===== src/rtl/mss_pkg.sv =====
// Shared types and codes for the multi-stack shared store.
// No dependencies; used by the controller, datapath and checker.
`default_nettype none

package mss_pkg;

  // Operation codes on the action field.
  localparam logic ACT_PUSH = 1'b0;
  localparam logic ACT_POP  = 1'b1;

  // Result status codes.
  localparam logic [1:0] ST_DONE      = 2'd0;
  localparam logic [1:0] ST_OVERFLOW  = 2'd1;
  localparam logic [1:0] ST_UNDERFLOW = 2'd2;

  // Controller states.
  typedef enum logic [1:0] {
    S_IDLE,
    S_TOP,
    S_POP
  } mss_state_e;

  // Commands from the controller to the datapath.
  typedef struct packed {
    logic accept;       // latch the word, read top and free-head link
    logic commit_push;  // write data, link and top for a push
    logic pop_read;     // read link and data of the popped slot
    logic commit_pop;   // unlink top and return slot to the free list
    logic fail;         // report overflow or underflow, change nothing
  } mss_cmd_t;

  // Status from the datapath to the controller.
  typedef struct packed {
    logic is_push;
    logic push_ok;
    logic pop_ok;
    logic out_free;
  } mss_stat_t;

endpackage

`default_nettype wire


===== src/rtl/mss_ram.sv =====
// Generic single-write, single-read RAM with registered read data.
// No dependencies.
`default_nettype none

module mss_ram #(
  parameter int WIDTH = 32,
  parameter int DEPTH = 64
) (
  input  wire logic                                     clk_i,
  input  wire logic                                     we_i,
  input  wire logic [(DEPTH > 1 ? $clog2(DEPTH) : 1)-1:0] waddr_i,
  input  wire logic [WIDTH-1:0]                         wdata_i,
  input  wire logic                                     re_i,
  input  wire logic [(DEPTH > 1 ? $clog2(DEPTH) : 1)-1:0] raddr_i,
  output      logic [WIDTH-1:0]                         rdata_o
);

  logic [WIDTH-1:0] mem_q [DEPTH];
  logic [WIDTH-1:0] rdata_q;

  // Write port.
  always_ff @(posedge clk_i) begin
    if (we_i) begin
      mem_q[waddr_i] <= wdata_i;
    end
  end

  // Registered read port; data holds while no read is issued.
  always_ff @(posedge clk_i) begin
    if (re_i) begin
      rdata_q <= mem_q[raddr_i];
    end
  end

  assign rdata_o = rdata_q;

endmodule

`default_nettype wire


===== src/rtl/mss_ctrl.sv =====
// Controller state machine of the multi-stack shared store.
// Depends on mss_pkg for the state enum and the command and status structs.
`default_nettype none

module mss_ctrl (
  input  wire logic              clk_i,
  input  wire logic              rst_ni,
  input  wire logic              in_valid_i,
  output      logic              in_stall_o,
  input  wire mss_pkg::mss_stat_t stat_i,
  output      mss_pkg::mss_cmd_t  cmd_o
);

  mss_pkg::mss_state_e state_q, state_d;

  // State register.
  always_ff @(posedge clk_i or negedge rst_ni) begin
    if (!rst_ni) begin
      state_q <= mss_pkg::S_IDLE;
    end else begin
      state_q <= state_d;
    end
  end

  // Next state and commands. Commits wait until the output register is free.
  always_comb begin
    state_d    = state_q;
    cmd_o      = '0;
    in_stall_o = 1'b1;
    unique case (state_q)
      mss_pkg::S_IDLE: begin
        in_stall_o = 1'b0;
        if (in_valid_i) begin
          cmd_o.accept = 1'b1;
          state_d      = mss_pkg::S_TOP;
        end
      end
      mss_pkg::S_TOP: begin
        if (stat_i.out_free) begin
          priority if (stat_i.is_push) begin
            cmd_o.commit_push = stat_i.push_ok;
            cmd_o.fail        = !stat_i.push_ok;
            state_d           = mss_pkg::S_IDLE;
          end else if (stat_i.pop_ok) begin
            cmd_o.pop_read = 1'b1;
            state_d        = mss_pkg::S_POP;
          end else begin
            cmd_o.fail = 1'b1;
            state_d    = mss_pkg::S_IDLE;
          end
        end
      end
      mss_pkg::S_POP: begin
        if (stat_i.out_free) begin
          cmd_o.commit_pop = 1'b1;
          state_d          = mss_pkg::S_IDLE;
        end
      end
      default: begin
        state_d = mss_pkg::S_IDLE;
      end
    endcase
  end

endmodule

`default_nettype wire


===== src/rtl/mss_dp.sv =====
// Datapath of the multi-stack shared store: stores, free list, output register.
// Depends on mss_pkg and mss_ram.
`default_nettype none

module mss_dp #(
  parameter int NUM_STACKS = 8,
  parameter int CAPACITY   = 64
) (
  input  wire logic               clk_i,
  input  wire logic               rst_ni,
  input  wire logic               action_i,
  input  wire logic [2:0]         stack_id_i,
  input  wire logic signed [31:0] value_i,
  output      logic               out_valid_o,
  input  wire logic               out_stall_i,
  output      logic signed [31:0] popped_value_o,
  output      logic [1:0]         status_o,
  input  wire mss_pkg::mss_cmd_t  cmd_i,
  output      mss_pkg::mss_stat_t stat_o
);

  // Pointers carry one extra code: CAPACITY stands for a null link.
  localparam int PW   = $clog2(CAPACITY + 1);
  localparam int SLW  = $clog2(CAPACITY);
  localparam int SW   = (NUM_STACKS > 1) ? $clog2(NUM_STACKS) : 1;
  localparam int SIDW = ((SW > 3) ? SW : 3) + 1;
  localparam logic [PW-1:0] NULL_PTR = PW'(CAPACITY);

  // Latched item and control registers.
  logic              act_q;
  logic [SIDW-1:0]   sid_q;
  logic [31:0]       val_q;
  logic [PW-1:0]     free_head_q, free_head_d;
  logic [PW-1:0]     hw_q, hw_d;
  logic [SLW-1:0]    rd_slot_q;
  logic [NUM_STACKS-1:0] top_vld_q;
  logic              out_valid_q;
  logic [31:0]       popped_q;
  logic [1:0]        status_q;

  logic [SIDW-1:0]   sid_in;
  logic [SW-1:0]     sid_addr;
  logic              sid_ok;
  logic [PW-1:0]     top_rdata, top_eff, top_wdata;
  logic [PW-1:0]     link_rdata, link_eff, link_wdata;
  logic [31:0]       data_rdata;
  logic              top_we, link_we, link_re;
  logic [SLW-1:0]    link_raddr, link_waddr, fh_slot, top_slot;
  logic              out_load;

  assign sid_in   = SIDW'(stack_id_i);
  assign sid_addr = sid_q[SW-1:0];
  assign sid_ok   = sid_q < SIDW'(NUM_STACKS);
  assign fh_slot  = free_head_q[SLW-1:0];

  // Item register, loaded on accept.
  always_ff @(posedge clk_i) begin
    if (cmd_i.accept) begin
      act_q <= action_i;
      sid_q <= sid_in;
      val_q <= value_i;
    end
  end

  // Stack tops: an entry not yet written reads as null.
  assign top_eff  = top_vld_q[sid_addr] ? top_rdata : NULL_PTR;
  assign top_slot = top_eff[SLW-1:0];

  // Slots at or above the high-water mark still hold their reset link.
  assign link_eff = (PW'(rd_slot_q) >= hw_q) ? PW'(rd_slot_q) + PW'(1) : link_rdata;

  // Read addresses: free head on accept, top slot before a pop commit.
  assign link_re    = cmd_i.accept | cmd_i.pop_read;
  assign link_raddr = cmd_i.pop_read ? top_slot : fh_slot;

  always_ff @(posedge clk_i) begin
    if (link_re) begin
      rd_slot_q <= link_raddr;
    end
  end

  // Write selection for the link and top stores.
  assign link_we    = cmd_i.commit_push | cmd_i.commit_pop;
  assign link_waddr = cmd_i.commit_pop ? rd_slot_q : fh_slot;
  assign link_wdata = cmd_i.commit_pop ? free_head_q : top_eff;
  assign top_we     = cmd_i.commit_push | cmd_i.commit_pop;
  assign top_wdata  = cmd_i.commit_pop ? link_eff : free_head_q;

  mss_ram #(.WIDTH(PW), .DEPTH(NUM_STACKS)) u_top_ram (
    .clk_i   (clk_i),
    .we_i    (top_we),
    .waddr_i (sid_addr),
    .wdata_i (top_wdata),
    .re_i    (cmd_i.accept),
    .raddr_i (sid_in[SW-1:0]),
    .rdata_o (top_rdata)
  );

  mss_ram #(.WIDTH(PW), .DEPTH(CAPACITY)) u_link_ram (
    .clk_i   (clk_i),
    .we_i    (link_we),
    .waddr_i (link_waddr),
    .wdata_i (link_wdata),
    .re_i    (link_re),
    .raddr_i (link_raddr),
    .rdata_o (link_rdata)
  );

  mss_ram #(.WIDTH(32), .DEPTH(CAPACITY)) u_data_ram (
    .clk_i   (clk_i),
    .we_i    (cmd_i.commit_push),
    .waddr_i (fh_slot),
    .wdata_i (val_q),
    .re_i    (cmd_i.pop_read),
    .raddr_i (top_slot),
    .rdata_o (data_rdata)
  );

  // Free-list head and high-water mark.
  always_comb begin
    free_head_d = free_head_q;
    hw_d        = hw_q;
    if (cmd_i.commit_push) begin
      free_head_d = link_eff;
      if (free_head_q == hw_q) begin
        hw_d = hw_q + PW'(1);
      end
    end else if (cmd_i.commit_pop) begin
      free_head_d = PW'(rd_slot_q);
    end
  end

  always_ff @(posedge clk_i or negedge rst_ni) begin
    if (!rst_ni) begin
      free_head_q <= '0;
      hw_q        <= '0;
      top_vld_q   <= '0;
    end else begin
      free_head_q <= free_head_d;
      hw_q        <= hw_d;
      if (top_we) begin
        top_vld_q[sid_addr] <= 1'b1;
      end
    end
  end

  // Output register.
  assign out_load = cmd_i.commit_push | cmd_i.commit_pop | cmd_i.fail;

  always_ff @(posedge clk_i or negedge rst_ni) begin
    if (!rst_ni) begin
      out_valid_q <= 1'b0;
    end else if (out_load) begin
      out_valid_q <= 1'b1;
    end else if (!out_stall_i) begin
      out_valid_q <= 1'b0;
    end
  end

  always_ff @(posedge clk_i) begin
    if (out_load) begin
      popped_q <= cmd_i.commit_pop ? data_rdata : '0;
      priority if (!cmd_i.fail) begin
        status_q <= mss_pkg::ST_DONE;
      end else if (act_q == mss_pkg::ACT_PUSH) begin
        status_q <= mss_pkg::ST_OVERFLOW;
      end else begin
        status_q <= mss_pkg::ST_UNDERFLOW;
      end
    end
  end

  assign out_valid_o    = out_valid_q;
  assign popped_value_o = $signed(popped_q);
  assign status_o       = status_q;

  // Status to the controller.
  assign stat_o.is_push  = act_q == mss_pkg::ACT_PUSH;
  assign stat_o.push_ok  = sid_ok && (free_head_q < NULL_PTR);
  assign stat_o.pop_ok   = sid_ok && (top_eff < NULL_PTR);
  assign stat_o.out_free = !out_valid_q || !out_stall_i;

endmodule

`default_nettype wire


===== src/rtl/multi_stack_shared_store.sv =====
// Order: a push is accepted in the idle state and commits from the top state;
// a pop passes through the top and pop states. This is set by the registered
// reads of the top, link and data memories. One item is taken at a time;
// commits wait while a finished result is still stalled in the output register.
// Reset: all stacks empty, free list starts at slot zero. No clearing pass;
// a high-water mark supplies the initial links of slots not yet used.
`default_nettype none

module multi_stack_shared_store #(
  parameter int NUM_STACKS = 8,
  parameter int CAPACITY   = 64
) (
  input  wire logic               clk_i,
  input  wire logic               rst_ni,
  input  wire logic               in_valid_i,
  output      logic               in_stall_o,
  input  wire logic               action_i,
  input  wire logic [2:0]         stack_id_i,
  input  wire logic signed [31:0] value_i,
  output      logic               out_valid_o,
  input  wire logic               out_stall_i,
  output      logic signed [31:0] popped_value_o,
  output      logic [1:0]         status_o
);

  mss_pkg::mss_cmd_t  cmd;
  mss_pkg::mss_stat_t stat;

  // Sequencer.
  mss_ctrl u_ctrl (
    .clk_i      (clk_i),
    .rst_ni     (rst_ni),
    .in_valid_i (in_valid_i),
    .in_stall_o (in_stall_o),
    .stat_i     (stat),
    .cmd_o      (cmd)
  );

  // Stores, free list and result register.
  mss_dp #(.NUM_STACKS(NUM_STACKS), .CAPACITY(CAPACITY)) u_dp (
    .clk_i          (clk_i),
    .rst_ni         (rst_ni),
    .action_i       (action_i),
    .stack_id_i     (stack_id_i),
    .value_i        (value_i),
    .out_valid_o    (out_valid_o),
    .out_stall_i    (out_stall_i),
    .popped_value_o (popped_value_o),
    .status_o       (status_o),
    .cmd_i          (cmd),
    .stat_o         (stat)
  );

endmodule

`default_nettype wire


===== config.mk =====
export PLATFORM = sky130hd
export DESIGN_NAME = multi_stack_shared_store
export DESIGN_NICKNAME = d
export VERILOG_FILES = /design/src/rtl/mss_pkg.sv /design/src/rtl/mss_ram.sv /design/src/rtl/mss_ctrl.sv /design/src/rtl/mss_dp.sv /design/src/rtl/multi_stack_shared_store.sv
export SDC_FILE = /design/constraint.sdc
export NUM_CORES = 2
export LEC_CHECK = 0
export BUFFER_PORTS_ARGS = -buffer_cell sky130_fd_sc_hd__buf_4
export CORE_ASPECT_RATIO = 0.9
export CORE_MARGIN = 5
export CORE_UTILIZATION = 39
export DETAILED_ROUTE_END_ITERATION = 6
export PLACE_DENSITY_LB_ADDON = 0.2
export SYNTH_ARGS = -nofsm -noshare
export SYNTH_HDL_FRONTEND = slang
export SYNTH_SLANG_ARGS = --single-unit

===== constraint.sdc =====
create_clock -name clk_i -period 10.9 [get_ports clk_i]
set_input_delay 1.635 -clock clk_i [delete_from_list [all_inputs] [get_ports clk_i]]
set_output_delay 1.635 -clock clk_i [all_outputs]
set_load 0.02 [all_outputs]

==> results <==
- The beginning of the worst hold path is u_dp.top_vld_q[3].
- The count of final max-slew check failures is 0.
- Including well taps, the total number of placed cells is 9709.
- The die is 503 microns tall.
- The number of hold violations in the final report is 0.
- The clock passes through at most 4 buffers.
- The depth of the worst hold-timing path is 1.
- Entering global routing, the biggest net connects 145 pins.
- The number of setup buffers added after CTS is 0.
- Setup repair after global routing left no endpoint under its margin.
- The first-pass GRT wire length is 445000 microns.
- At the later pin of the worst-skew pair, clock insertion delay measures 0.89 ns.
- In the final timing run, aggregate negative setup slack is 0 ns.
- In the global route stage, overall resource usage came out at 22.0%.
- The placer's final routability congestion estimate is 0.868.
- The worst setup path is captured at a flip-flop.
- The share of the yosys chip area belonging to registers is 76.8%.
- The number of ports placed on the die boundary is 76.
- The setup-violating endpoint count in the final report is 0.
- VDD sags by at most 0.000195 V.
- In this run, post-CTS repair resized a total of 0 instances.
- In the detailed route, the total length drawn on met3 is 27700 microns.
- Of the available clock period, the critical path in the final layout requires 57.9%.
- The starting density of the core is 39.1%.
- The critical path in this run is classified as primary input to flip-flop.
- Subtracting the final worst setup slack from the clock period gives 6.31 ns.
- The run finished with clean final reports.
- The highest metal layer carrying signal wires in the routed design is met5.
- The total half-perimeter wirelength after legalization and detailed placement is 173000 microns.
- After synthesis the netlist holds a flip-flop and latch count of 2699.
- The number of cell rows is 181.
- The number of distinct library cells after synthesis is 73.
- The worst slew margin relative to its limit is 9.45%.
- Synthesis handed over a netlist of 6282 instances.
- Of all nets on the critical path, the largest fanout is 39.
- The total overflow left after global routing is 0.
- The wire length per cell after detailed routing is 30.8 microns.
- The floorplan die area is 281000 sq um.
- At the pin with the least slew margin, the transition time is 1.35 ns.
- The finished layout holds 10200 standard cells, fillers aside.
- The delay of the slowest critical-path stage is 1.11 ns.
- TritonCTS built the clock tree.
- The critical path goes through buf_4, and2_1, or3_1, a31oi_4, buf_4, mux2i_4, buf_4, inv_2, nor2_1, a221oi_1, a31oi_1, a211oi_1, or4_1.
- The floorplan step set the die width to 558 microns.
- Across the run, the number of max-cap violations was 0.
- The count of nets left with antenna violations after detail routing is 0.
- The number of nets in the final layout is 6485.
- The critical path data required time is 11.50 ns.
- The mean number of vias per cell is 5.86.
- For this run, asynchronously set or reset flops after synthesis account for 0.926%.
- The routed length on met2 is 140000 microns.
- The reg-to-reg critical path startpoint is u_dp.out_valid_o.
- The fraction of layout instances using a drive strength above 1 is 15.6%.
- The hold buffer count at CTS is 0.
- The total leakage power is 37.9 nW.
- For this block, wires on met1 add up to 138000 microns.
- The final worst clock skew is 0.0973 ns.
- The endpoint identified for the worst register-to-register timing path is u_dp.u_link_ram.rdata_o[3].
- For this run, the leading register cell type out of synthesis is sky130_fd_sc_hd__edfxtp_1.
- The number of design rule violations left after detail routing is 0.
- The maximum achievable frequency is 0.158 GHz.
- The area added between synthesis and finish is 13.8%.
- The area of the placeable core is 269000 sq um.
- The count of H-tree levels built during CTS is 5.
- The cell with the largest stage delay on the worst path is sky130_fd_sc_hd__nor2_1.
- The tightest min-delay check is of the flip-flop to flip-flop type.
- The via count is 59900.
- The worst reg2reg path depth is 12.
- Counting every sink on the clock net gives 2699.
- Wires add up to 315000 microns.
- The root cell of the clock tree is sky130_fd_sc_hd__clkbuf_16.
- The initial antenna violation count is 19.
- In this run the register-to-register setup slack is 5.09 ns.
- The first detailed-routing pass took 5 iterations.
- The power density over the cells is 230 nW/um^2.
- The count of buffers added on input and output ports is 75.
- The number of global-route vias before repair is 58500.
- The synthesized netlist net count is 6330.
- The most frequent cell on the critical path is sky130_fd_sc_hd__buf_4.
- The per-instance average area after synthesis is 16.8 sq um.
- Counting flops with a built-in enable in the synthesized netlist gives 2674.
- After clock tree synthesis, the clock-pin slew on the worst setup and hold paths is 0.06 ns.
- Yosys printed 0 warnings.
- The critical path startpoint category is a primary input.
- The worst endpoint data arrival time is 6.92 ns.
- The path with the worst hold slack has its endpoint at u_dp.top_vld_q[3].
- The cell area after technology mapping is 105000 sq um.
- The clock buffer count from CTS is 294.
- For this block, the initial DRC count from the detailed router was 7206.
[power by group]
group	internal (mW)	total (mW)	switching, mW
Combinational	1.69	6.11	4.42
Clock	5.25	9.25	4.00
Sequential	12.1	12.2	0.146
Total	19.0	27.6	8.57
[sequential cells by signal, summed over array words and instances, names as in the netlist]
signal and flops:
u_dp.top_vld_q 8, u_dp.u_link_ram.rdata_o 7, u_dp.u_data_ram.rdata_o 32, u_dp.hw_q 7, u_dp.u_top_ram.mem_q 56, u_dp.out_valid_o 1
u_dp.status_o 2, u_dp.u_link_ram.mem_q 448, u_dp.free_head_q 7, u_ctrl.state_q 2, u_dp.val_q 32, u_dp.u_data_ram.mem_q 2048
u_dp.rd_slot_q 6, u_dp.popped_value_o 32, u_dp.sid_q 3, u_dp.act_q 1, u_dp.u_top_ram.rdata_o 7
[worst max-delay path by stage]
stage,cells past startpoint,from,slack (ns),end
after floorplan,6,out_stall_i,5.20,u_dp.u_link_ram.mem_q[0][3]
after global placement,13,out_stall_i,3.85,u_dp.u_link_ram.rdata_o[3]
after detailed placement,13,out_stall_i,3.71,u_dp.u_link_ram.rdata_o[3]
after CTS,13,out_stall_i,4.66,u_dp.u_link_ram.rdata_o[3]
after global routing,14,out_stall_i,4.46,u_dp.u_link_ram.rdata_o[0]
final,13,out_stall_i,4.59,u_dp.u_link_ram.rdata_o[3]
[stage by stage]
stage	setup WS (ns)	power, mW	hold slack [ns]	cell area [sq um]	utilization [%]
floorplan	5.20	15.9	0.439	105000	-
finish	4.59	27.6	0.462	120000	44.5
detailed placement	3.71	18.5	0.452	111000	41.2
global route	4.46	28.5	0.471	120000	44.5
CTS	4.66	27.7	0.466	120000	44.5
global placement	3.85	18.5	0.454	111000	41.2
[per-layer routing]
layer	vias to the layer above	track usage (%)
li1	25300	-
met1	31400	33.1
met2	2685	33.1
met3	492	4.09
met4	12	5.89
met5	-	0
[cell usage in the layout (no fill, tap or decap), types with 8 or more instances in the layout]
cell and instances:
sky130_fd_sc_hd__clkinv_1 59, sky130_fd_sc_hd__o211ai_1 26, sky130_fd_sc_hd__a31oi_1 111, sky130_fd_sc_hd__or2_2 12, sky130_fd_sc_hd__nand2b_1 119, sky130_fd_sc_hd__dfrtp_1 25
sky130_fd_sc_hd__nor2_4 67, sky130_fd_sc_hd__buf_12 17, sky130_fd_sc_hd__mux4_2 262, sky130_fd_sc_hd__a21oi_1 297, sky130_fd_sc_hd__o21ai_1 9, sky130_fd_sc_hd__o22ai_1 69
sky130_fd_sc_hd__bufinv_16 9, sky130_fd_sc_hd__clkbuf_1 71, sky130_fd_sc_hd__diode_2 15, sky130_fd_sc_hd__mux2i_1 241, sky130_fd_sc_hd__a211oi_1 122, sky130_fd_sc_hd__nand4_1 46
sky130_fd_sc_hd__o31ai_1 11, sky130_fd_sc_hd__and2_1 36, sky130_fd_sc_hd__o221ai_1 219, sky130_fd_sc_hd__a21o_1 9, sky130_fd_sc_hd__nor4_1 11, sky130_fd_sc_hd__a32oi_1 16
sky130_fd_sc_hd__nor3_1 87, sky130_fd_sc_hd__a22oi_1 21, sky130_fd_sc_hd__o21ai_0 113, sky130_fd_sc_hd__clkbuf_16 299, sky130_fd_sc_hd__nand2_1 535, sky130_fd_sc_hd__a221oi_1 13
sky130_fd_sc_hd__edfxtp_1 2674, sky130_fd_sc_hd__clkinv_2 32, sky130_fd_sc_hd__ha_1 8, sky130_fd_sc_hd__inv_1 13, sky130_fd_sc_hd__nand3_1 178, sky130_fd_sc_hd__nor2_1 394
sky130_fd_sc_hd__mux2_2 12, sky130_fd_sc_hd__xnor2_1 14, sky130_fd_sc_hd__buf_4 259
[synth_stat cells (all sizes together) (39+ instances only)]
library cell     n  area share [%]
edfxtp        2674              76
nand2          537             1.9
nor2           463             1.7
clkbuf         314             1.1
a21oi          299             1.4
mux4           262             5.6
mux2i          244             2.3
o221ai         219             1.8
nand3          178            0.85
o21ai          129            0.61
a211oi         123            0.88
nand2b         120            0.71
a31oi          113            0.69
buf            103            0.49
nor3            92            0.44
o22ai           69            0.41
nand4           46            0.27
and2            39            0.23
[kinds of logic after synthesis]
group,after synthesis,share of synthesized area (%)
AO/OA/AOI/OAI,1086,6.87
AND/OR/NAND/NOR,1520,6.36
flip-flops,2699,76.8
buffers and inverters,435,1.68
adder cells (fa/ha/maj),8,0.0950
multiplexers,518,8.06
XOR/XNOR,16,0.133
[worst max-delay path: cells and delay by family]
kind                   cells  cell delay [ns]
and+or+nand+nor            4             2.48
buffers and inverters      4             1.62
muxes                      1             0.33
AOI/OAI and AO/OA          4             0.79
[final cells by class]
class	instances	area, sq um
clock buffer	372	7780
inverter	18	72.6
clock inverter	121	925
sequential	2699	80900
antenna	15	37.5
fill	23500	150000
multi-input combinational	3148	23400
tap	3568	4460
timing repair buffer	276	2280
(Power assumes the default switching activity.)
